<file path="src/rtl/core/vdu_pkg.sv">
// ----------------------------------------------------------------------------
// vdu_pkg: shared definitions of the vector distance unit
// Field widths and the control group that the sequencer drives into the
// accumulator.
// ----------------------------------------------------------------------------
package vdu_pkg;

    localparam int EL_W       = 16;
    localparam int DIFF_W     = 17;
    localparam int SQ_TERM_W  = 32;
    localparam int SQ_W       = 44;
    localparam int ABS_W      = 26;
    localparam int ROOT_W     = 22;
    localparam int REM_W      = 24;
    localparam int ROOT_STEPS = 22;
    localparam int STEP_CNT_W = 5;

    typedef struct packed {
        logic capture;
        logic square;
        logic add;
        logic clear;
    } acc_ctrl_t;

endpackage

</file>
<file path="src/rtl/core/vector_distance_unit_core.sv">
// ----------------------------------------------------------------------------
// vector_distance_unit_core: Euclidean and Manhattan distance of two vectors
//
//   channel  direction  handshake           payload
//   in       to core    in_valid/in_ready   x_element, y_element, last
//   out      from core  out_valid/out_ready euclidean_distance, manhattan_distance
//
// An element pair passes through capture of the difference, one multiply and
// one saturating add, in that order through the accumulator.
// For the pair marked last, a load step then starts the square root and clears
// both sums; the square root produces one bit per cycle in a shared compare and
// subtract unit, and the result then moves into the output register.
// Reset clears both sums and the sequencer. A result that is not taken holds
// the root stage until the output register is free.
// ----------------------------------------------------------------------------
module vector_distance_unit_core
(
    input  logic                              clk,
    input  logic                              rst_n,
    input  logic                              in_valid,
    output logic                              in_ready,
    input  logic signed [vdu_pkg::EL_W-1:0]   x_element,
    input  logic signed [vdu_pkg::EL_W-1:0]   y_element,
    input  logic                              last,
    output logic                              out_valid,
    input  logic                              out_ready,
    output logic        [vdu_pkg::ROOT_W-1:0] euclidean_distance,
    output logic        [vdu_pkg::ABS_W-1:0]  manhattan_distance
);

    localparam logic [2:0] ST_IDLE = 3'd0;
    localparam logic [2:0] ST_MUL  = 3'd1;
    localparam logic [2:0] ST_ACC  = 3'd2;
    localparam logic [2:0] ST_LOAD = 3'd3;
    localparam logic [2:0] ST_ROOT = 3'd4;

    logic [2:0]                  state_reg;
    logic [2:0]                  state_next;
    logic                        last_reg;
    logic                        last_next;
    logic                        out_valid_reg;
    logic                        out_valid_next;
    logic [vdu_pkg::ROOT_W-1:0]  euc_reg;
    logic [vdu_pkg::ROOT_W-1:0]  euc_next;
    logic [vdu_pkg::ABS_W-1:0]   man_reg;
    logic [vdu_pkg::ABS_W-1:0]   man_next;
    logic [vdu_pkg::ABS_W-1:0]   man_hold_reg;
    logic [vdu_pkg::ABS_W-1:0]   man_hold_next;
    vdu_pkg::acc_ctrl_t          acc_ctrl;
    logic                        root_start;
    logic                        root_busy;
    logic [vdu_pkg::ROOT_W-1:0]  root_value;
    logic [vdu_pkg::SQ_W-1:0]    square_sum;
    logic [vdu_pkg::ABS_W-1:0]   absolute_sum;
    logic                        accept;
    logic                        out_free;

    vdu_accum u_accum
    (
        .clk          (clk),
        .rst_n        (rst_n),
        .ctrl         (acc_ctrl),
        .x_element    (x_element),
        .y_element    (y_element),
        .square_sum   (square_sum),
        .absolute_sum (absolute_sum)
    );

    vdu_isqrt u_isqrt
    (
        .clk      (clk),
        .rst_n    (rst_n),
        .start    (root_start),
        .radicand (square_sum),
        .busy     (root_busy),
        .root     (root_value)
    );

    assign in_ready = (state_reg == ST_IDLE);
    assign accept = in_valid && in_ready;
    assign out_free = !out_valid_reg || out_ready;

    always_comb
    begin
        state_next = state_reg;
        last_next = last_reg;
        man_hold_next = man_hold_reg;
        euc_next = euc_reg;
        man_next = man_reg;
        out_valid_next = out_valid_reg && !out_ready;
        acc_ctrl = '0;
        root_start = 1'b0;
        case (state_reg)
            ST_IDLE:
            begin
                if (accept)
                begin
                    acc_ctrl.capture = 1'b1;
                    last_next = last;
                    state_next = ST_MUL;
                end
            end
            ST_MUL:
            begin
                acc_ctrl.square = 1'b1;
                state_next = ST_ACC;
            end
            ST_ACC:
            begin
                acc_ctrl.add = 1'b1;
                state_next = last_reg ? ST_LOAD : ST_IDLE;
            end
            ST_LOAD:
            begin
                root_start = 1'b1;
                acc_ctrl.clear = 1'b1;
                man_hold_next = absolute_sum;
                state_next = ST_ROOT;
            end
            ST_ROOT:
            begin
                if (!root_busy && out_free)
                begin
                    euc_next = root_value;
                    man_next = man_hold_reg;
                    out_valid_next = 1'b1;
                    state_next = ST_IDLE;
                end
            end
            default:
            begin
                state_next = ST_IDLE;
            end
        endcase
    end

    always_ff @(posedge clk)
    begin
        last_reg <= last_next;
        man_hold_reg <= man_hold_next;
        euc_reg <= euc_next;
        man_reg <= man_next;
    end

    always_ff @(posedge clk or negedge rst_n)
    begin
        if (!rst_n)
        begin
            state_reg <= ST_IDLE;
            out_valid_reg <= 1'b0;
        end
        else
        begin
            state_reg <= state_next;
            out_valid_reg <= out_valid_next;
        end
    end

    assign out_valid = out_valid_reg;
    assign euclidean_distance = euc_reg;
    assign manhattan_distance = man_reg;

endmodule

</file>
<file path="src/rtl/core/vdu_accum.sv">
// ----------------------------------------------------------------------------
// vdu_accum: difference, square and saturating running sums
// Registers the absolute difference of an element pair, squares it in a
// following cycle and adds both terms into saturating sums.
// ----------------------------------------------------------------------------
module vdu_accum
(
    input  logic                              clk,
    input  logic                              rst_n,
    input  vdu_pkg::acc_ctrl_t                ctrl,
    input  logic signed [vdu_pkg::EL_W-1:0]   x_element,
    input  logic signed [vdu_pkg::EL_W-1:0]   y_element,
    output logic        [vdu_pkg::SQ_W-1:0]   square_sum,
    output logic        [vdu_pkg::ABS_W-1:0]  absolute_sum
);

    logic        [vdu_pkg::DIFF_W-1:0]      ad_reg;
    logic        [vdu_pkg::DIFF_W-1:0]      ad_next;
    logic        [vdu_pkg::SQ_TERM_W-1:0]   sq_reg;
    logic        [vdu_pkg::SQ_TERM_W-1:0]   sq_next;
    logic        [vdu_pkg::SQ_W-1:0]        square_sum_reg;
    logic        [vdu_pkg::SQ_W-1:0]        square_sum_next;
    logic        [vdu_pkg::ABS_W-1:0]       absolute_sum_reg;
    logic        [vdu_pkg::ABS_W-1:0]       absolute_sum_next;
    logic signed [vdu_pkg::DIFF_W-1:0]      diff;
    logic        [2*vdu_pkg::DIFF_W-1:0]    prod;
    logic        [vdu_pkg::SQ_W:0]          sq_total;
    logic        [vdu_pkg::ABS_W:0]         abs_total;

    always_comb
    begin
        diff = {x_element[vdu_pkg::EL_W-1], x_element}
             - {y_element[vdu_pkg::EL_W-1], y_element};
        ad_next = diff[vdu_pkg::DIFF_W-1] ? vdu_pkg::DIFF_W'(-diff) : diff;
        prod = ad_reg * ad_reg;
        sq_next = prod[vdu_pkg::SQ_TERM_W-1:0];
        sq_total = {1'b0, square_sum_reg}
                 + {{(vdu_pkg::SQ_W + 1 - vdu_pkg::SQ_TERM_W){1'b0}}, sq_reg};
        abs_total = {1'b0, absolute_sum_reg}
                  + {{(vdu_pkg::ABS_W + 1 - vdu_pkg::DIFF_W){1'b0}}, ad_reg};
        square_sum_next = square_sum_reg;
        absolute_sum_next = absolute_sum_reg;
        if (ctrl.clear)
        begin
            square_sum_next = '0;
            absolute_sum_next = '0;
        end
        else if (ctrl.add)
        begin
            square_sum_next = sq_total[vdu_pkg::SQ_W] ? '1
                            : sq_total[vdu_pkg::SQ_W-1:0];
            absolute_sum_next = abs_total[vdu_pkg::ABS_W] ? '1
                              : abs_total[vdu_pkg::ABS_W-1:0];
        end
    end

    always_ff @(posedge clk)
    begin
        if (ctrl.capture)
        begin
            ad_reg <= ad_next;
        end
        if (ctrl.square)
        begin
            sq_reg <= sq_next;
        end
    end

    always_ff @(posedge clk or negedge rst_n)
    begin
        if (!rst_n)
        begin
            square_sum_reg <= '0;
            absolute_sum_reg <= '0;
        end
        else
        begin
            square_sum_reg <= square_sum_next;
            absolute_sum_reg <= absolute_sum_next;
        end
    end

    assign square_sum = square_sum_reg;
    assign absolute_sum = absolute_sum_reg;

endmodule

</file>
<file path="src/rtl/core/vdu_isqrt.sv">
// ----------------------------------------------------------------------------
// vdu_isqrt: iterative floor square root
// Digit-by-digit restoring square root, one root bit per cycle through a
// single compare and subtract.
// ----------------------------------------------------------------------------
module vdu_isqrt
(
    input  logic                          clk,
    input  logic                          rst_n,
    input  logic                          start,
    input  logic [vdu_pkg::SQ_W-1:0]      radicand,
    output logic                          busy,
    output logic [vdu_pkg::ROOT_W-1:0]    root
);

    logic [vdu_pkg::SQ_W-1:0]        rad_reg;
    logic [vdu_pkg::SQ_W-1:0]        rad_next;
    logic [vdu_pkg::REM_W-1:0]       rem_reg;
    logic [vdu_pkg::REM_W-1:0]       rem_next;
    logic [vdu_pkg::ROOT_W-1:0]      root_reg;
    logic [vdu_pkg::ROOT_W-1:0]      root_next;
    logic [vdu_pkg::STEP_CNT_W-1:0]  count_reg;
    logic [vdu_pkg::STEP_CNT_W-1:0]  count_next;
    logic [vdu_pkg::REM_W-1:0]       rem_shift;
    logic [vdu_pkg::REM_W-1:0]       trial;

    always_comb
    begin
        rem_shift = {rem_reg[vdu_pkg::REM_W-3:0], rad_reg[vdu_pkg::SQ_W-1 -: 2]};
        trial = {root_reg, 2'b01};
        rad_next = rad_reg;
        rem_next = rem_reg;
        root_next = root_reg;
        count_next = count_reg;
        if (start)
        begin
            rad_next = radicand;
            rem_next = '0;
            root_next = '0;
            count_next = vdu_pkg::STEP_CNT_W'(vdu_pkg::ROOT_STEPS);
        end
        else if (count_reg != '0)
        begin
            rad_next = {rad_reg[vdu_pkg::SQ_W-3:0], 2'b00};
            count_next = count_reg - 1'b1;
            if (rem_shift >= trial)
            begin
                rem_next = rem_shift - trial;
                root_next = {root_reg[vdu_pkg::ROOT_W-2:0], 1'b1};
            end
            else
            begin
                rem_next = rem_shift;
                root_next = {root_reg[vdu_pkg::ROOT_W-2:0], 1'b0};
            end
        end
    end

    always_ff @(posedge clk)
    begin
        rad_reg <= rad_next;
        rem_reg <= rem_next;
        root_reg <= root_next;
    end

    always_ff @(posedge clk or negedge rst_n)
    begin
        if (!rst_n)
        begin
            count_reg <= '0;
        end
        else
        begin
            count_reg <= count_next;
        end
    end

    assign busy = (count_reg != '0);
    assign root = root_reg;

endmodule

</file>
<file path="config.mk">
export PLATFORM = sky130hd
export DESIGN_NAME = vector_distance_unit_core
export DESIGN_NICKNAME = d
export VERILOG_FILES = /design/src/rtl/core/vdu_pkg.sv /design/src/rtl/core/vector_distance_unit_core.sv /design/src/rtl/core/vdu_accum.sv /design/src/rtl/core/vdu_isqrt.sv
export SDC_FILE = /design/constraint.sdc
export NUM_CORES = 1
export LEC_CHECK = 0
export BUFFER_PORTS_ARGS = -buffer_cell sky130_fd_sc_hd__buf_4
export CORE_ASPECT_RATIO = 0.8
export CORE_MARGIN = 10
export CORE_UTILIZATION = 50
export CTS_BUF_LIST = sky130_fd_sc_hd__clkbuf_4
export DETAILED_ROUTE_END_ITERATION = 12
export PLACE_DENSITY = 0.76
export SYNTH_ARGS = -nofsm -noshare
export SYNTH_HDL_FRONTEND = slang
export SYNTH_SLANG_ARGS = --single-unit
export TNS_END_PERCENT = 30
</file>
<file path="constraint.sdc">
create_clock -name clk -period 6.8 [get_ports clk]
set_input_delay 0.68 -clock clk [delete_from_list [all_inputs] [get_ports clk]]
set_output_delay 0.68 -clock clk [all_outputs]
set_load 0.005 [all_outputs]
</file>
==> results of run 1 <==
-- layout by cell type (no fill, tap or decap), types with 51 or more instances in the layout --
cell and n:
nand2_1 369, inv_1 357, fa_1 194, ha_1 193, edfxtp_1 167, buf_4 136, a21oi_1 126, nor2_1 126
clkbuf_4 116, o21ai_0 92, xnor2_1 89, dfrtp_1 79, and2_1 61, a21o_1 51
-- through the flow --
step	setup slack, ns	util [%]	hold slack [ns]
final	0.254	56.3	0.0813
after CTS	0.157	56.1	0.00246
after global routing	0.00515	56.3	0.0269
after detailed placement	0.189	53.9	0.405
after floorplan	0.330	-	0.384
after global placement	0.277	53.9	0.406
-- routing by layer --
| metal | share of wire [%] | vias to the layer above | global-route usage [%] |
|---|---|---|---|
| li1 | - | 8403 | - |
| met1 | 47 | 8382 | 27.4 |
| met2 | 45 | 492 | 31.7 |
| met3 | 6.5 | 90 | 4.41 |
| met4 | 2.0 | 0 | 5.61 |
| met5 | 0 | - | 0 |
-- how the worst min path moves through the flow --
| stage | start | end | slack, ns |
|---|---|---|---|
| 4_1_cts | last | last_reg$_DFFE_PP_ | 0.002 |
| 6_report | last | last_reg$_DFFE_PP_ | 0.08 |
| 3_3_place_gp | man_hold_reg[7]$_DFFE_PN_ | manhattan_distance[7]$_DFFE_PP_ | 0.41 |
| 3_5_place_dp | man_hold_reg[7]$_DFFE_PN_ | manhattan_distance[7]$_DFFE_PP_ | 0.41 |
| 5_1_grt | last | last_reg$_DFFE_PP_ | 0.03 |
| 2_1_floorplan | rst_n | out_valid$_DFF_PN0_ | 0.38 |
-- cell usage after synthesis (all sizes together), types with 16 or more instances --
master  count
nand2     371
inv       359
fa        194
ha        193
edfxtp    167
nor2      129
a21oi     127
o21ai     100
xnor2      89
dfrtp      79
clkbuf     71
and2       61
a21o       51
dfxtp      44
xor2       33
a211oi     27
nand3      27
a31oi      26
o21a       25
nor2b      24
nor3       24
and3       22
o21bai     20
o31ai      18
o211ai     16
-- timing repair --
| item | 4_1_cts | 5_1_grt |
|---|---|---|
| endpoints found under the setup margin | 0 | 5 |
| hold buffers | 1 | 0 |
| gates resized for setup | 0 | 8 |
| setup buffers | 0 | 11 |
| endpoints found under the hold margin | 22 | 0 |
-- cell families (layout without fill, tap and decap cells) --
logic type / Yosys count / in the layout / synth area share (%)
simple gates: 713 / 713 / 13.8
compound gates: 463 / 463 / 13.1
buf+inv: 437 / 632 / 7.08
fa+ha+maj: 387 / 387 / 27.0
flops: 290 / 290 / 33.8
xor+xnor: 122 / 122 / 4.59
mux: 13 / 13 / 0.580
other cells: 0 / 2 / 0
-- layout make-up --
type,instances,area (sq um),area share [%]
multi-input cells,1698,13800,53.5
flip-flops and latches,290,7870,30.5
inverters,359,1350,5.22
repair buffers,137,1030,3.99
clock buffers,116,871,3.37
well taps,612,766,2.96
clock inverters,20,125,0.484
diodes,2,5.00,0.0194
-- worst register-to-register path, stage by stage (launching register included) --
cell,delay (ns)
edfxtp_1,0.55
buf_4,0.23
nand2_1,0.09
inv_1,0.07
fa_1,0.52
inv_1,0.05
fa_1,0.38
fa_1,0.38
inv_1,0.09
fa_1,0.42
fa_1,0.49
inv_1,0.05
fa_1,0.53
inv_1,0.05
ha_1,0.35
a21o_1,0.20
a21o_1,0.19
o311a_4,0.41
nand4_2,0.10
o221ai_2,0.10
o41a_1,0.37
a41o_1,0.28
o41ai_2,0.26
xnor2_1,0.12
==> impl_metrics.toml, run 1 <==
[setup_path]
crit_cells = 23
cp-end-kind = "flip-flop"
path_buf_inv = 6
worstSetupPathType = "flip-flop to flip-flop"
r2r_start = "u_accum.ad_reg[8]$_DFFE_PP_"
cpPeakStageDelay_ns = 0.55
reg2reg_to = "u_accum.sq_reg[31]$_DFFE_PP_"
crit_fanout = 8
reg2reg_slack_ns = 0.25
arrival_ns = 7.07
critPathLaunch = "u_accum.ad_reg[8]$_DFFE_PP_"
ff2ff_path_depth = 23
critPathLaunchType = "flip-flop"
worst-endpoint-required_ns = 7.32
path_delay_family = "adder cells"
critPathSlowestCell = "edfxtp_1"
crit_chain = "buf_4 -> nand2_1 -> inv_1 -> fa_1 -> inv_1 -> fa_1 -> fa_1 -> inv_1 -> fa_1 -> fa_1 -> inv_1 -> fa_1 -> inv_1 -> ha_1 -> a21o_1 -> a21o_1 -> o311a_4 -> nand4_2 -> o221ai_2 -> o41a_1 -> a41o_1 -> o41ai_2 -> xnor2_1"
crit_end = "u_accum.sq_reg[31]$_DFFE_PP_"
worst_path_most_repeated_cell = "fa_1"

[clocking]
cts-root-buf = "clkbuf_4"
cts_buffers = 74
clk_latency_ns = 0.81
cts_sinks = 290
cts.clk_slew.worst_paths_ns = 0.07
cts_tree = "yes"
htreeDepth = 3
cts.path.max_buffers = 3

[routing]
wl_per_cell_microns = 16.7
drt_wl_total_mm = 53.9
drc = 0
firstDrtPassIters = 7
drt_iter0_markers = 1046
antenna_left = 0
routed_via_density = 5.37
vias = 17400

[yosys]
ys_top_cells_by_area = "edfxtp_1 22%, fa_1 17%, ha_1 10%, dfrtp_1 8.5%, nand2_1 6.0%"
avgSynthCellArea_sq_um = 9.61
synth_ff_type = "edfxtp_1"
yosysTopAreaCell = "edfxtp_1"
ys_warn_count = 0
ys_ff_latch = 290
synth_edf_count = 167
ys_async_sr_fraction_pct = 27.2
yosysSeqAreaShare_pct = 33.8
yosysTopAreaCellShare_pct = 21.5
ys_types = 78
syn_inst = 2425
netlist_area_sq_mm = 0.0233
syn_nets = 2849

[final_layout]
fillers = 4006
layout.nets = 2984
fin_area_sq_mm = 0.0258
layout-drive-gt1-share_pct = 11.5
stdcell_count = 3234
area.growth.synth_to_final_pct = 11.0

[placement]
placed_area_sq_mm = 0.0247
routabilityCongestion = 0.934
dpl.cell_count = 3084
numPortBuffers = 86
hpwl_mm = 41.1

[sta]
finalCritPeriodShare_pct = 96.3
hold_violations = 0
finalSetupViolCount = 0
worst_slew_pin_slew_ns = 1.05
tns_ns = 0
fin_worst_skew_ns = 0.0744
relSlewSlack_pct = 29.7
clock.fmax_mhz = 153
slew_violations = 0
grt_setup_unrepaired = "false"
period_minus_slack_ns = 6.55

[global_routing]
grt_pass1_vias = 17800
antenna_found_initial = 2
grt_first_pass_wirelength_mm = 91.0
grt_overflow = 0
globalRouteTotalUtil_pct = 20.1
grt_max_degree = 90

[die]
core.rowCount = 70
core_area_sq_mm = 0.0459
io_pins = 87
initial_core_util_pct = 50.8
die_y_microns = 213
dieArea_sq_mm = 0.0557
die_width_microns = 261

[worst_hold_path]
holdPathStages = 1
min_path_type = "primary input to flip-flop"

[run_status]
status = "finished clean"

[flow_run]
drv_cap = 0
Power of run 1 is left out: the tool's default activity adds up to more than one toggle a clock period on the data nets, which glitch-free logic cannot reach.
==> run 2: changes to the inputs <==
--- a/config.mk
+++ b/config.mk
@@ -5,6 +5,7 @@
 export SDC_FILE = /design/constraint.sdc
 export NUM_CORES = 1
 export LEC_CHECK = 0
+export ABC_AREA = 1
 export BUFFER_PORTS_ARGS = -buffer_cell sky130_fd_sc_hd__buf_4
 export CORE_ASPECT_RATIO = 0.8
 export CORE_MARGIN = 10
==> run 2 against run 1 <==
Against the previous run:
- clock skew is 0.0095 ns lower
- wire length up 16%
- cell count grew 30%
- non-clock buffer count decreased by 30
- sequential share of layout area fell by 2.7 points
- flip-flop and latch count did not move
- via count increased by 24%
- critical path depth down 1
- setup slack improved by 0.43 ns
- clock-buffer cell count is 2 lower
==> impl_metrics.toml, run 2 <==
[final_layout]
seq_area_sq_mm = 0.00787
stdcell_count = 4210
fillers = 4796
layout.nets = 3883
multi_input_comb_area_sq_mm = 0.0151
layout_commonest_cell = "nand2_1"
layout_common_cells = "935 x nand2_1, 709 x inv_1, 194 x fa_1, 193 x ha_1, 189 x nor2_1"
area.growth.synth_to_final_pct = 8.97
fin_area_sq_mm = 0.0284
layout-drive-gt1-share_pct = 8.74

[die]
die_width_microns = 275
initial_core_util_pct = 50.7
core.rowCount = 74
io_pins = 87
dieArea_sq_mm = 0.0616
core_area_sq_mm = 0.0513
die_y_microns = 224

[placement]
routabilityCongestion = 0.977
hpwl_mm = 49.2
numPortBuffers = 86
dpl.cell_count = 4060
placed_area_sq_mm = 0.0273

[yosys]
ys_warn_count = 0
ys_types = 48
yosysTopAreaCell = "edfxtp_1"
synth_edf_count = 167
ys_top_cells_by_area = "edfxtp_1 19%, fa_1 15%, nand2_1 13%, inv_1 10%, ha_1 9.3%"
ys_async_sr_fraction_pct = 27.2
syn_nets = 3779
syn_inst = 3355
yosysSeqAreaShare_pct = 30.3
ys_ff_latch = 290
avgSynthCellArea_sq_um = 7.75
netlist_area_sq_mm = 0.0260
yosysMostFrequentCell = "nand2_1"
synth_common_cells = "935 x nand2_1, 711 x inv_1, 194 x fa_1, 194 x nor2_1, 193 x ha_1"
synth_ff_type = "edfxtp_1"
yosysTopAreaCellShare_pct = 19.3

[routing]
drt_iter0_markers = 1758
drt_wl_total_mm = 62.6
antenna_left = 0
wl_per_cell_microns = 14.9
vias = 21600
drc = 0
routed_via_density = 5.13
firstDrtPassIters = 6

[global_routing]
grt.busiest_layer = "met2"
globalRouteTotalUtil_pct = 20.9
met1_usage_pct = 30.2
use_met3_pct = 3.73
grt_use_met2_pct = 32.0
grt_first_pass_wirelength_mm = 106
grt_max_degree = 55
antenna_found_initial = 3
grt_pass1_vias = 21200
grt_overflow = 0

[setup_path]
worst-endpoint-required_ns = 7.28
crit_chain = "nand2_1 -> fa_1 -> inv_1 -> fa_1 -> inv_1 -> fa_1 -> fa_1 -> inv_1 -> fa_1 -> inv_1 -> fa_1 -> inv_1 -> ha_1 -> nand2_1 -> inv_1 -> nand2_1 -> o21ai_1 -> nand2_1 -> o21bai_1 -> nand2_1 -> nand3_1 -> nand2_1"
worstSetupPathType = "flip-flop to flip-flop"
crit_fanout = 18
critPathSlowestCell = "edfxtp_1"
path_buf_inv = 6
critPathLaunchType = "flip-flop"
path_delay_family = "adder cells"
cp-end-kind = "flip-flop"
arrival_ns = 6.60
cpPeakStageDelay_ns = 0.89

[flow_run]
drv_cap = 0

[clocking]
htreeDepth = 3
cts_tree = "yes"
cts.clk_slew.worst_paths_ns = 0.07
cts-resized-gates = 0
clk_latency_ns = 0.79
cts.path.max_buffers = 3
cts_sinks = 290
cts-root-buf = "clkbuf_4"
cts_buffers = 78

[sta]
fin_worst_skew_ns = 0.0649
slew_violations = 0
finalSetupViolCount = 0
relSlewSlack_pct = 17.2
finalCritPeriodShare_pct = 89.9
period_minus_slack_ns = 6.11
hold_violations = 0
worst_slew_pin_slew_ns = 1.24
hold_slack_ns = 0.263
grt_setup_unrepaired = "false"
tns_ns = 0
clock.fmax_mhz = 164

[worst_hold_path]
min_path_type = "primary input to flip-flop"

[run_status]
status = "finished clean"
[run 2: cell types whose count changed after synthesis, sizes merged, moves of 66 or more]
cell | before | now
inv | 359 | 720
nand2 | 371 | 957
nand3 | 27 | 166
nor2 | 129 | 204
o21ai | 100 | 178
xnor2 | 89 | 23
[run 2: final timing paths]
check,start,end,slack [ns],cells past startpoint
max,u_accum.ad_reg[8]$_DFFE_PP_,u_accum.sq_reg[25]$_DFFE_PP_,0.69,22
min,in_valid,state_reg[0]$_DFFE_PN0P_,0.26,3
max reg2reg,u_accum.ad_reg[8]$_DFFE_PP_,u_accum.sq_reg[25]$_DFFE_PP_,0.69,22
min reg2reg,man_hold_reg[5]$_DFFE_PN_,manhattan_distance[5]$_DFFE_PP_,0.38,0
max in group asynchronous,rst_n,u_accum.absolute_sum[7]$_DFFE_PN0P_,5.23,3
min in group asynchronous,rst_n,u_accum.square_sum[31]$_DFFE_PN0P_,0.34,2
[run 2: cells by family (layout without fill, tap and decap cells)]
logic type      count (synthesis)  in the layout  share of synthesized area [%]
simple gates                 1420           1420                           23.0
flops                         290            290                           30.3
xor+xnor                       95             95                           3.23
buf+inv                       803            971                           11.9
other cells                     0              3                              0
fa+ha+maj                     387            387                           24.2
compound gates                360            360                           7.41
[run 2: layer usage]
layer  wire length [microns]  share of wire [%]  vias up
met4                     980                1.6        2
met2                   27300                 44      725
met5                      17              0.027        -
met3                    4710                7.5       80
met1                   29600                 47    10100
li1                        -                  -    10700
[run 2: final cells by class]
class                   instances  area share (%)
inverters                     720            9.53
clock inverters                30           0.596
flip-flops and latches        290            27.8
clock buffers                 114            3.02
multi-input cells            2262            53.2
well taps                     684            3.02
diodes                          3          0.0265
repair buffers                107            2.86
[run 2: per-stage QoR]
step	util, %	worst slack (ns)
detailed placement	53.2	0.759
finish	55.3	0.685
floorplan	-	1.02
CTS	55.3	0.707
global placement	53.2	0.853
global route	55.3	0.282
[run 2: repair_timing]
action / CTS / global route
setup buffers: 0 / 0
endpoints found under the hold margin: 27 / 0
hold buffers: 3 / 0
setup endpoints to repair: 0 / 0
[run 2: tightest hold or removal path, cell delays in order]
cell and delay [ns]:
buf_4 0.09, o21ai_0 0.08, a21oi_1 0.14
Power of run 2 is left out for the same reason.
==> run 3: changes to the inputs <==
--- a/config.mk
+++ b/config.mk
@@ -9,10 +9,10 @@
 export BUFFER_PORTS_ARGS = -buffer_cell sky130_fd_sc_hd__buf_4
 export CORE_ASPECT_RATIO = 0.8
 export CORE_MARGIN = 10
-export CORE_UTILIZATION = 50
+export CORE_UTILIZATION = 40
 export CTS_BUF_LIST = sky130_fd_sc_hd__clkbuf_4
 export DETAILED_ROUTE_END_ITERATION = 12
-export PLACE_DENSITY = 0.76
+export PLACE_DENSITY = 0.64
 export SYNTH_ARGS = -nofsm -noshare
 export SYNTH_HDL_FRONTEND = slang
 export SYNTH_SLANG_ARGS = --single-unit
==> run 3 against run 2 <==
Against the previous run:
- register-to-register slack got worse by 0.03 ns
- flip-flop and latch count unchanged
- worst hold slack got worse by 0.097 ns
- largest cell class unchanged
- sequential share of layout area decreased by 0.29 points
- via count decreased by 1.2%
- critical path type unchanged
- die area increased by 23%
- setup slack got worse by 0.031 ns
==> impl_metrics.toml, run 3 (synthesis gave the netlist of run 2 again) <==
[sta]
slew_violations = 0
fin_worst_skew_ns = 0.0774
clock.fmax_mhz = 163
finalCritPeriodShare_pct = 90.4
period_minus_slack_ns = 6.15
worst_slew_pin_slew_ns = 1.09
finalSetupViolCount = 0
tns_ns = 0
grt_setup_unrepaired = "false"
relSlewSlack_pct = 27.1
hold_violations = 0

[routing]
top_layer = "met4"
vias = 21300
drt_iter0_markers = 1689
m1WireLength_mm = 31.9
met2_length_mm = 27.7
drt_wl_total_mm = 64.8
drc = 0
firstDrtPassIters = 5
antenna_left = 0
routed_via_density = 4.87
dr_wl_met3_mm = 4.40
wl_per_cell_microns = 14.8

[setup_path]
r2r_start = "u_accum.ad_reg[8]$_DFFE_PP_"
cp-end-kind = "flip-flop"
arrival_ns = 6.69
ff2ff_path_depth = 21
crit_end = "u_accum.sq_reg[24]$_DFFE_PP_"
critPathLaunchType = "flip-flop"
reg2reg_slack_ns = 0.65
worst-endpoint-required_ns = 7.34
crit_fanout = 18
critPathLaunch = "u_accum.ad_reg[8]$_DFFE_PP_"
worstSetupPathType = "flip-flop to flip-flop"
reg2reg_to = "u_accum.sq_reg[24]$_DFFE_PP_"

[final_layout]
area.growth.synth_to_final_pct = 10.1
layout_common_cells = "935 x nand2_1, 709 x inv_1, 194 x fa_1, 193 x ha_1, 189 x nor2_1"
layout.nets = 3886
layout_commonest_cell = "nand2_1"
layout-drive-gt1-share_pct = 8.95

[flow_run]
drv_cap = 0

[die]
core_area_sq_mm = 0.0643
dieArea_sq_mm = 0.0757
initial_core_util_pct = 40.5
core.rowCount = 83
die_y_microns = 248
io_pins = 87
die_width_microns = 305

[clocking]
cts_sinks = 290
cts-root-buf = "clkbuf_4"
cts-resized-gates = 0
cts.clk_slew.worst_paths_ns = 0.06
htreeDepth = 3
clk_latency_ns = 0.85
cts_tree = "yes"
cts_buffers = 80
cts.path.max_buffers = 3

[global_routing]
grt_max_degree = 72
grt_first_pass_wirelength_mm = 108
grt_pass1_vias = 20900
antenna_found_initial = 2
grt_overflow = 0
globalRouteTotalUtil_pct = 17.3

[run_status]
status = "finished clean"

[placement]
routabilityCongestion = 0.932
hpwl_mm = 51.1
numPortBuffers = 86

[worst_hold_path]
min_path_type = "primary input to flip-flop"
==> run 3: cell types whose count changed in the layout (fill, tap and decap cells not counted), sizes merged <==
| cell | delta |
|---|---|
| diode | +3 |
| bufinv | +2 |
| buf | +1 |
| clkinv | +3 |
==> run 3: final cells by class <==
cell class	instances	area (sq um)
fill	6460	35600
multi-input combinational	2262	15100
sequential	290	7870
inverter	720	2700
tap	850	1060
clock buffer	114	856
timing repair buffer	108	818
clock inverter	35	250
antenna	6	15.0
==> run 3: worst min-delay path by stage <==
stage / from / endpoint / slack [ns] / cells after the start
finish: in_valid / state_reg[0]$_DFFE_PN0P_ / 0.17 / 3
global route: in_valid / state_reg[0]$_DFFE_PN0P_ / 0.1 / 3
CTS: in_valid / state_reg[0]$_DFFE_PN0P_ / 0.08 / 3
detailed placement: man_hold_reg[3]$_DFFE_PN_ / manhattan_distance[3]$_DFFE_PP_ / 0.41 / 0
global placement: man_hold_reg[4]$_DFFE_PN_ / manhattan_distance[4]$_DFFE_PP_ / 0.40 / 0
floorplan: rst_n / out_valid$_DFF_PN0_ / 0.38 / 0
==> run 3: per-layer routing <==
layer  global-route usage [%]  up-vias
met1                     25.0    10000
met3                     3.77       71
met4                     3.63        0
li1                         -    10700
met2                     26.4      529
met5                        0        -
==> run 3: critical path: stages, from the launching register on <==
cell      delay [ns]
edfxtp_1        0.93
nand2_1         0.16
fa_1            0.57
inv_1           0.07
fa_1            0.50
inv_1           0.05
fa_1            0.47
inv_1           0.05
fa_1            0.52
fa_1            0.56
inv_1           0.06
fa_1            0.52
inv_1           0.04
ha_1            0.35
a21oi_1         0.20
a21boi_0        0.31
o21bai_1        0.15
inv_1           0.07
nand2_1         0.07
nand2_1         0.06
nand2_1         0.06
xor2_1          0.14
==> run 3: repair_timing <==
| item | in CTS | in global routing |
|---|---|---|
| hold buffers | 3 | 0 |
| buffers inserted | 0 | 0 |
| hold endpoints to repair | 26 | 0 |
==> run 3: per-stage QoR <==
| stage | setup slack (ns) | hold WS [ns] | area, sq um | utilization (%) | cells |
|---|---|---|---|---|---|
| 6_report | 0.654 | 0.166 | 28700 | 44.6 | 4385 |
| 5_1_grt | 0.355 | 0.0958 | 28700 | 44.6 | 4385 |
| 4_1_cts | 0.698 | 0.0812 | 28600 | 44.6 | 4379 |
| 3_5_place_dp | 0.680 | 0.406 | 27500 | 42.8 | 4227 |
| 3_3_place_gp | 0.788 | 0.403 | 27500 | 42.8 | 4227 |
| 2_1_floorplan | 1.02 | 0.384 | 26000 | - | 3355 |
Power of run 3 is left out for the same reason.
